### src/hdl/adcavg_pkg.sv
// Shared types and constants for the ADC average, smoothing and digit split block.
`default_nettype none

package adcavg_pkg;

  // Configuration register indexes.
  localparam logic [1:0] REG_SAMPLES_PER_READING = 2'd0;
  localparam logic [1:0] REG_SMOOTH_GAIN         = 2'd1;
  localparam logic [1:0] REG_SCALE_GAIN          = 2'd2;

  // Register reset values.
  localparam logic [7:0] RESET_SAMPLES_PER_READING = 8'd255;
  localparam logic [7:0] RESET_SMOOTH_GAIN         = 8'd200;
  localparam logic [7:0] RESET_SCALE_GAIN          = 8'd200;

  // Decimal split constants.
  localparam logic [7:0] TWO_HUNDRED = 8'd200;
  localparam logic [7:0] ONE_HUNDRED = 8'd100;
  localparam logic [7:0] TEN         = 8'd10;

  typedef enum logic [2:0] {
    ST_IDLE,
    ST_DIFF,
    ST_UPDATE,
    ST_SCALE,
    ST_HUNDREDS,
    ST_TENS,
    ST_FINISH
  } adcavg_state_t;

  // Controller to datapath commands.
  typedef struct packed {
    logic accept;
    logic diff;
    logic update;
    logic scale;
    logic hundreds;
    logic tens;
    logic load;
  } adcavg_cmd_t;

  // Datapath to controller status.
  typedef struct packed {
    logic reading_due;
    logic tens_done;
    logic out_free;
  } adcavg_sts_t;

endpackage

`default_nettype wire

### src/hdl/adc_average_smooth_to_digits.sv
// Top level of the ADC average, smoothing and decimal digit split block.
//
// Samples arrive on the sample channel (sample_valid, sample_stall); a beat is
// taken at a clock edge with valid high and stall low. Each sample is added to
// a running sum. When samples_per_reading samples have been summed, the sum
// divided by 256 pulls the smoothed level toward it, the smoothed level is
// scaled, and one result beat (hundreds, tens, ones, smoothed_level) is
// produced on the result channel (result_valid, result_stall).
// A sample that does not complete a reading leaves the block ready for the next
// sample. A sample that completes a reading runs through two 8x8 multiplies in
// sequence, a hundreds compare, and a loop that subtracts ten per tens digit.
// The result sits in an output register, so the next samples are taken while
// it waits; only a further reading waits for that register to be taken.
// The configuration channel (cfg_valid, cfg_ready, cfg_index, cfg_data) is
// always ready; index 0 is samples_per_reading, 1 smooth_gain, 2 scale_gain,
// and other indexes are ignored. Synchronous reset restores 255, 200 and 200,
// clears the sum, count and smoothed level, and drops result_valid.
`default_nettype none

module adc_average_smooth_to_digits
  import adcavg_pkg::*;
(
  input  wire logic       clk,
  input  wire logic       rst,
  input  wire logic       cfg_valid,
  output logic            cfg_ready,
  input  wire logic [1:0] cfg_index,
  input  wire logic [7:0] cfg_data,
  input  wire logic       sample_valid,
  output logic            sample_stall,
  input  wire logic [7:0] sample,
  output logic            result_valid,
  input  wire logic       result_stall,
  output logic [1:0]      hundreds,
  output logic [3:0]      tens,
  output logic [3:0]      ones,
  output logic [7:0]      smoothed_level
);

  adcavg_cmd_t cmd;
  adcavg_sts_t sts;

  assign cfg_ready = 1'b1;

  adcavg_ctrl u_ctrl (
    .clk          (clk),
    .rst          (rst),
    .sample_valid (sample_valid),
    .sample_stall (sample_stall),
    .sts          (sts),
    .cmd          (cmd)
  );

  adcavg_datapath u_datapath (
    .clk            (clk),
    .rst            (rst),
    .cfg_valid      (cfg_valid),
    .cfg_index      (cfg_index),
    .cfg_data       (cfg_data),
    .sample         (sample),
    .cmd            (cmd),
    .sts            (sts),
    .result_stall   (result_stall),
    .result_valid   (result_valid),
    .hundreds       (hundreds),
    .tens           (tens),
    .ones           (ones),
    .smoothed_level (smoothed_level)
  );

endmodule

`default_nettype wire

### src/hdl/adcavg_ctrl.sv
// Controller state machine that sequences one reading through the datapath.
`default_nettype none

module adcavg_ctrl
  import adcavg_pkg::*;
(
  input  wire logic        clk,
  input  wire logic        rst,
  input  wire logic        sample_valid,
  output logic             sample_stall,
  input  wire adcavg_sts_t sts,
  output adcavg_cmd_t      cmd
);

  adcavg_state_t state;
  adcavg_state_t state_next;

  always_ff @(posedge clk) begin
    if (rst) begin
      state <= ST_IDLE;
    end else begin
      state <= state_next;
    end
  end

  always_comb begin
    state_next   = state;
    cmd          = '0;
    sample_stall = 1'b1;
    unique case (state)
      ST_IDLE: begin
        sample_stall = 1'b0;
        if (sample_valid) begin
          cmd.accept = 1'b1;
          if (sts.reading_due) begin
            state_next = ST_DIFF;
          end
        end
      end
      ST_DIFF: begin
        cmd.diff   = 1'b1;
        state_next = ST_UPDATE;
      end
      ST_UPDATE: begin
        cmd.update = 1'b1;
        state_next = ST_SCALE;
      end
      ST_SCALE: begin
        cmd.scale  = 1'b1;
        state_next = ST_HUNDREDS;
      end
      ST_HUNDREDS: begin
        cmd.hundreds = 1'b1;
        state_next   = ST_TENS;
      end
      ST_TENS: begin
        if (sts.tens_done) begin
          state_next = ST_FINISH;
        end else begin
          cmd.tens = 1'b1;
        end
      end
      ST_FINISH: begin
        if (sts.out_free) begin
          cmd.load   = 1'b1;
          state_next = ST_IDLE;
        end
      end
      default: begin
        state_next = ST_IDLE;
      end
    endcase
  end

endmodule

`default_nettype wire

### src/hdl/adcavg_datapath.sv
// Datapath: configuration registers, sample accumulator, smoothing, scaling and digit split.
`default_nettype none

module adcavg_datapath
  import adcavg_pkg::*;
(
  input  wire logic        clk,
  input  wire logic        rst,
  input  wire logic        cfg_valid,
  input  wire logic [1:0]  cfg_index,
  input  wire logic [7:0]  cfg_data,
  input  wire logic [7:0]  sample,
  input  wire adcavg_cmd_t cmd,
  output adcavg_sts_t      sts,
  input  wire logic        result_stall,
  output logic             result_valid,
  output logic [1:0]       hundreds,
  output logic [3:0]       tens,
  output logic [3:0]       ones,
  output logic [7:0]       smoothed_level
);

  logic [7:0]  samples_per_reading;
  logic [7:0]  smooth_gain;
  logic [7:0]  scale_gain;
  logic [15:0] sample_sum;
  logic [7:0]  sample_count;
  logic [7:0]  smoothed;

  logic [15:0] sum_next;
  logic [7:0]  count_next;
  logic [7:0]  average;
  logic        step_down;
  logic [15:0] product;
  logic [7:0]  scaled;
  logic [7:0]  remainder;
  logic [1:0]  hund_digit;
  logic [3:0]  tens_digit;
  logic [7:0]  difference;

  assign sum_next   = sample_sum + {8'd0, sample};
  assign count_next = sample_count + 8'd1;
  assign scaled     = product[15:8];
  assign difference = (smoothed > average) ? (smoothed - average) : (average - smoothed);

  // A wrapped count or a count at or above the limit closes the reading,
  // which also makes a limit of zero behave like one.
  assign sts.reading_due = (count_next == 8'd0) || (count_next >= samples_per_reading);
  assign sts.tens_done   = (remainder < TEN);
  assign sts.out_free    = !result_valid || !result_stall;

  always_ff @(posedge clk) begin
    if (rst) begin
      samples_per_reading <= RESET_SAMPLES_PER_READING;
      smooth_gain         <= RESET_SMOOTH_GAIN;
      scale_gain          <= RESET_SCALE_GAIN;
      sample_sum          <= '0;
      sample_count        <= '0;
      smoothed            <= '0;
      result_valid        <= 1'b0;
    end else begin
      if (cfg_valid) begin
        unique case (cfg_index)
          REG_SAMPLES_PER_READING: samples_per_reading <= cfg_data;
          REG_SMOOTH_GAIN:         smooth_gain         <= cfg_data;
          REG_SCALE_GAIN:          scale_gain          <= cfg_data;
          default: begin
          end
        endcase
      end
      if (cmd.accept) begin
        if (sts.reading_due) begin
          sample_sum   <= '0;
          sample_count <= '0;
        end else begin
          sample_sum   <= sum_next;
          sample_count <= count_next;
        end
      end
      // The step never exceeds the difference, so no wrap can occur here.
      if (cmd.update) begin
        if (step_down) begin
          smoothed <= smoothed - product[15:8];
        end else begin
          smoothed <= smoothed + product[15:8];
        end
      end
      if (cmd.load) begin
        result_valid <= 1'b1;
      end else if (!result_stall) begin
        result_valid <= 1'b0;
      end
    end
  end

  always_ff @(posedge clk) begin
    if (cmd.accept) begin
      average <= sum_next[15:8];
    end
    if (cmd.diff) begin
      step_down <= (smoothed > average);
      product   <= {8'd0, difference} * {8'd0, smooth_gain};
    end
    if (cmd.scale) begin
      product <= {8'd0, smoothed} * {8'd0, scale_gain};
    end
    if (cmd.hundreds) begin
      tens_digit <= '0;
      if (scaled >= TWO_HUNDRED) begin
        hund_digit <= 2'd2;
        remainder  <= scaled - TWO_HUNDRED;
      end else if (scaled >= ONE_HUNDRED) begin
        hund_digit <= 2'd1;
        remainder  <= scaled - ONE_HUNDRED;
      end else begin
        hund_digit <= 2'd0;
        remainder  <= scaled;
      end
    end
    if (cmd.tens) begin
      remainder  <= remainder - TEN;
      tens_digit <= tens_digit + 4'd1;
    end
    if (cmd.load) begin
      hundreds       <= hund_digit;
      tens           <= tens_digit;
      ones           <= remainder[3:0];
      smoothed_level <= smoothed;
    end
  end

endmodule

`default_nettype wire
### config.mk
export PLATFORM = sky130hd
export DESIGN_NAME = adc_average_smooth_to_digits
export DESIGN_NICKNAME = d
export VERILOG_FILES = /design/src/hdl/adcavg_pkg.sv /design/src/hdl/adc_average_smooth_to_digits.sv /design/src/hdl/adcavg_ctrl.sv /design/src/hdl/adcavg_datapath.sv
export SDC_FILE = /design/constraint.sdc
export NUM_CORES = 1
export LEC_CHECK = 0
export BUFFER_PORTS_ARGS = -buffer_cell sky130_fd_sc_hd__buf_4
export CAP_MARGIN = 30
export CORE_MARGIN = 1
export CORE_UTILIZATION = 30
export CTS_BUF_LIST = sky130_fd_sc_hd__clkbuf_4 sky130_fd_sc_hd__clkbuf_8 sky130_fd_sc_hd__clkbuf_16
export DETAILED_ROUTE_END_ITERATION = 7
export PLACE_DENSITY_LB_ADDON = 0.2
export SETUP_SLACK_MARGIN = 0.4
export SYNTH_ARGS = -nofsm -noshare
export SYNTH_HDL_FRONTEND = slang
export SYNTH_SLANG_ARGS = --single-unit
### constraint.sdc
create_clock -name clk -period 6.7 [get_ports clk]
set_input_delay 0.67 -clock clk [delete_from_list [all_inputs] [get_ports clk]]
set_output_delay 0.67 -clock clk [all_outputs]
set_load 0.02 [all_outputs]
==> metrics.csv <==
metric;value;unit
status;finished clean;
Final Cycle Share;93.3;%
Area growth, synth to finish;15.4;%
Synth Warn #;0;
nets@finish;1329;
Max VDD drop;0.131;mV
num ports;44;
worst setup path category;flop to flop;
detailed placement HPWL;17900;um
total gr overflow;0;
CP endpoint kind;flop;
DP Area;0.0109;mm^2
Synth top area share;14.9;%
asr flop ratio synth;0;%
total number of vias;7245;
via count of the first global-routing pass;7323;
CP arrival;6.34;ns
cell row count;66;
maximum fanout along the worst path;6;
antenna cells;0;
r2r endpoint;u_datapath.product[12];
RSZ-0062 raised after global routing;true;
Worst R2R Path Depth;25;
Syn Area/Cell;9.30;um^2
PwrDens;169;mW/mm^2
Longest Clk Path Bufs;2;
Period minus WS final;6.25;ns
Cell variety after synth;68;
placed insts;1536;
gr usage total;14.6;%
Die Footprint;0.0338;mm^2
Hold Crit Endpoint;u_datapath.ones[0];
hold buffers post-CTS;0;
Finished Cell Area;0.0115;mm^2
largest cells by area after synthesis;fa_1 15%, edfxtp_1 15%, ha_1 14%;
post-route insts no fill;1566;
Die W;184;um
pre-CTS WS;0.118;ns
worst path required time;6.79;ns
Worst R2R Start;u_datapath.average[0];
drt via density;4.63;
core area;0.0325;mm^2
largest net degree at the start of global routing;65;
Fill cells;3399;
slew of the pin with the lowest slew margin;0.824;ns
sequential cell area fraction in the yosys report;26.9;%
Hold Crit Depth;0;
initial drt markers;254;
reg2reg setup slack;0.45;ns
Port Buffers;42;
Pre-antenna DRT Iters;4;
Slew headroom;44.8;%
Clk pin slew, worst setup/hold paths;0.08;ns
final slew viol count;0;
Synth Net Count;1278;
worst skew pair latency;0.36;ns
layout cells sized above 1;14.1;%
GPL Wtd Cong;0.789;
htree depth;3;
Synth Cell Area;0.00993;mm^2
initial antenna violation count;0;
type of the most critical hold path;flop to flop;
Leak;5.21;nW
ANT nets after route;0;
Finish-stage setup viols;0;
fin worst setup slack;0.449;ns
drt total wl;23300;um
clk_skew;0.00730;ns
cells after synthesis;1068;
most area-hungry cell type in the Yosys netlist;fa_1;
final core utilization;35.2;%
CTS tree;yes;
post-route setup TNS;0;ns
DRC violations left;0;
Post-synth EDFFs;49;
CP startpoint kind;flop;
Wirelength per Cell;14.9;um
clock root buffer;clkbuf_16;
Die Span Y;184;um
Num CTS Buffers;9;
Synth Flop Type;dfxtp_1;
f_max;160;MHz
flops & latches, synth;109;
first-pass GRT wire length;38500;um
Final Hold Fails;0;
Max-Cap Viols;0;
critical hold path startpoint;u_datapath.remainder[0];
starting density of the core;30.5;%
clock sinks;109;
==> final cells by class <==
type	count	area, um^2	area share, %
clock buffers	10	250	2.18
clock inverters	6	42.5	0.371
inverters	136	510	4.46
multi-input cells	788	6850	59.8
flip-flops and latches	109	2680	23.4
well taps	442	553	4.83
repair buffers	75	571	4.98
==> worst max path at each step <==
stage                                       from                     end  slack, ns  depth (start not counted)
after floorplan           u_datapath.smoothed[0]  u_datapath.product[12]       0.40                         26
after global placement    u_datapath.smoothed[0]  u_datapath.product[12]       0.21                         25
after detailed placement  u_datapath.smoothed[0]  u_datapath.product[12]       0.12                         27
after CTS                  u_datapath.average[6]  u_datapath.product[12]       0.40                         24
after global routing       u_datapath.average[0]  u_datapath.product[13]       0.18                         24
final                      u_datapath.average[0]  u_datapath.product[12]       0.45                         25
==> synth_stat cells, types with 29 or more instances <==
cell / number
nor2_1: 54
dfxtp_1: 60
nand2_1: 96
o21ai_0: 30
nor2b_1: 32
ha_1: 113
fa_1: 74
edfxtp_1: 49
inv_1: 135
a21oi_1: 57
xnor2_1: 42
and2_1: 60
clkbuf_1: 29
nand3_1: 31
==> metrics by stage <==
step / hold WS [ns] / power [mW]
floorplan: 0.400 / 1.22
global placement: 0.402 / 1.35
detailed placement: 0.405 / 1.35
CTS: 0.422 / 1.93
global route: 0.435 / 2.07
finish: 0.421 / 1.93
==> cell usage in the layout (no fill, tap or decap), types with 9 or more instances in the layout <==
| cell | netlist | layout |
|---|---|---|
| edfxtp_1 | 49 | 49 |
| xnor2_1 | 42 | 42 |
| dfxtp_1 | 60 | 59 |
| ha_1 | 113 | 104 |
| and2_1 | 60 | 57 |
| o21ai_0 | 30 | 26 |
| clkbuf_16 | 0 | 10 |
| buf_4 | 1 | 73 |
| nand2_1 | 96 | 95 |
| a21oi_1 | 57 | 55 |
| a211o_1 | 16 | 16 |
| mux2i_1 | 21 | 19 |
| nor2b_1 | 32 | 32 |
| nor3_1 | 14 | 14 |
| nor2_1 | 54 | 52 |
| fa_1 | 74 | 72 |
| inv_1 | 135 | 128 |
| nand3_1 | 31 | 29 |
| a21o_1 | 9 | 9 |
| xor2_1 | 21 | 19 |
==> power by group <==
part           switching (mW)  internal (mW)
registers              0.0198          0.725
clock network           0.259          0.277
logic                   0.338          0.315
total                   0.617           1.32
==> critical path: stages (launching register included) <==
cell and delay [ns]:
edfxtp_1 0.40, ha_4 0.15, inv_2 0.03, fa_2 0.34, nand3_2 0.10, a21boi_4 0.08
o31ai_4 0.30, mux2_4 0.36, a311oi_4 0.33, nor2_2 0.08, xnor2_2 0.19, and2_4 0.18
fa_1 0.47, inv_1 0.05, fa_1 0.49, inv_2 0.04, fa_1 0.51, fa_1 0.46
ha_4 0.32, o21ai_4 0.06, nand2_2 0.06, or3b_4 0.37, o21a_4 0.22, o21bai_1 0.15
xnor2_1 0.13, mux2i_1 0.09
==> routing by layer <==
layer  wire, um  GRT usage [%]  vias to the layer above
li1           -              -                     3672
met1      11800           19.8                     3484
met2      10800           24.5                       71
met3        497           2.32                       18
met4        240           2.83                        0
met5          0              0                        -
==> timing repair <==
action                     4_1_cts  5_1_grt
setup endpoints to repair        7        8
gates cloned                     1        0
resized for setup               19       19
pin swaps                       18        5
setup buffers                   10        3
==> cell families (layout without fill, tap and decap cells) <==
kind of cell / count (synthesis) / in the layout / synth area share [%]
simple gates: 344 / 344 / 17.8
xor+xnor: 65 / 65 / 5.89
flops: 109 / 109 / 26.9
buf+inv: 171 / 227 / 6.60
fa+ha+maj: 187 / 187 / 29.2
compound gates: 167 / 167 / 11.1
mux: 24 / 24 / 2.46
other cells: 1 / 1 / 0.0378
==> sequential cells by signal, summed over array words and instances (netlist names), 8 cells and up <==
name / flops
u_datapath.smoothed: 8
u_datapath.smoothed_level: 8
u_datapath.product: 8
u_datapath.sample_count: 8
u_datapath.scale_gain: 8
u_datapath.remainder: 8
u_datapath.samples_per_reading: 8
u_datapath.average: 8
u_datapath.smooth_gain: 8
u_datapath.sample_sum: 16
(Power assumes the default switching activity.)
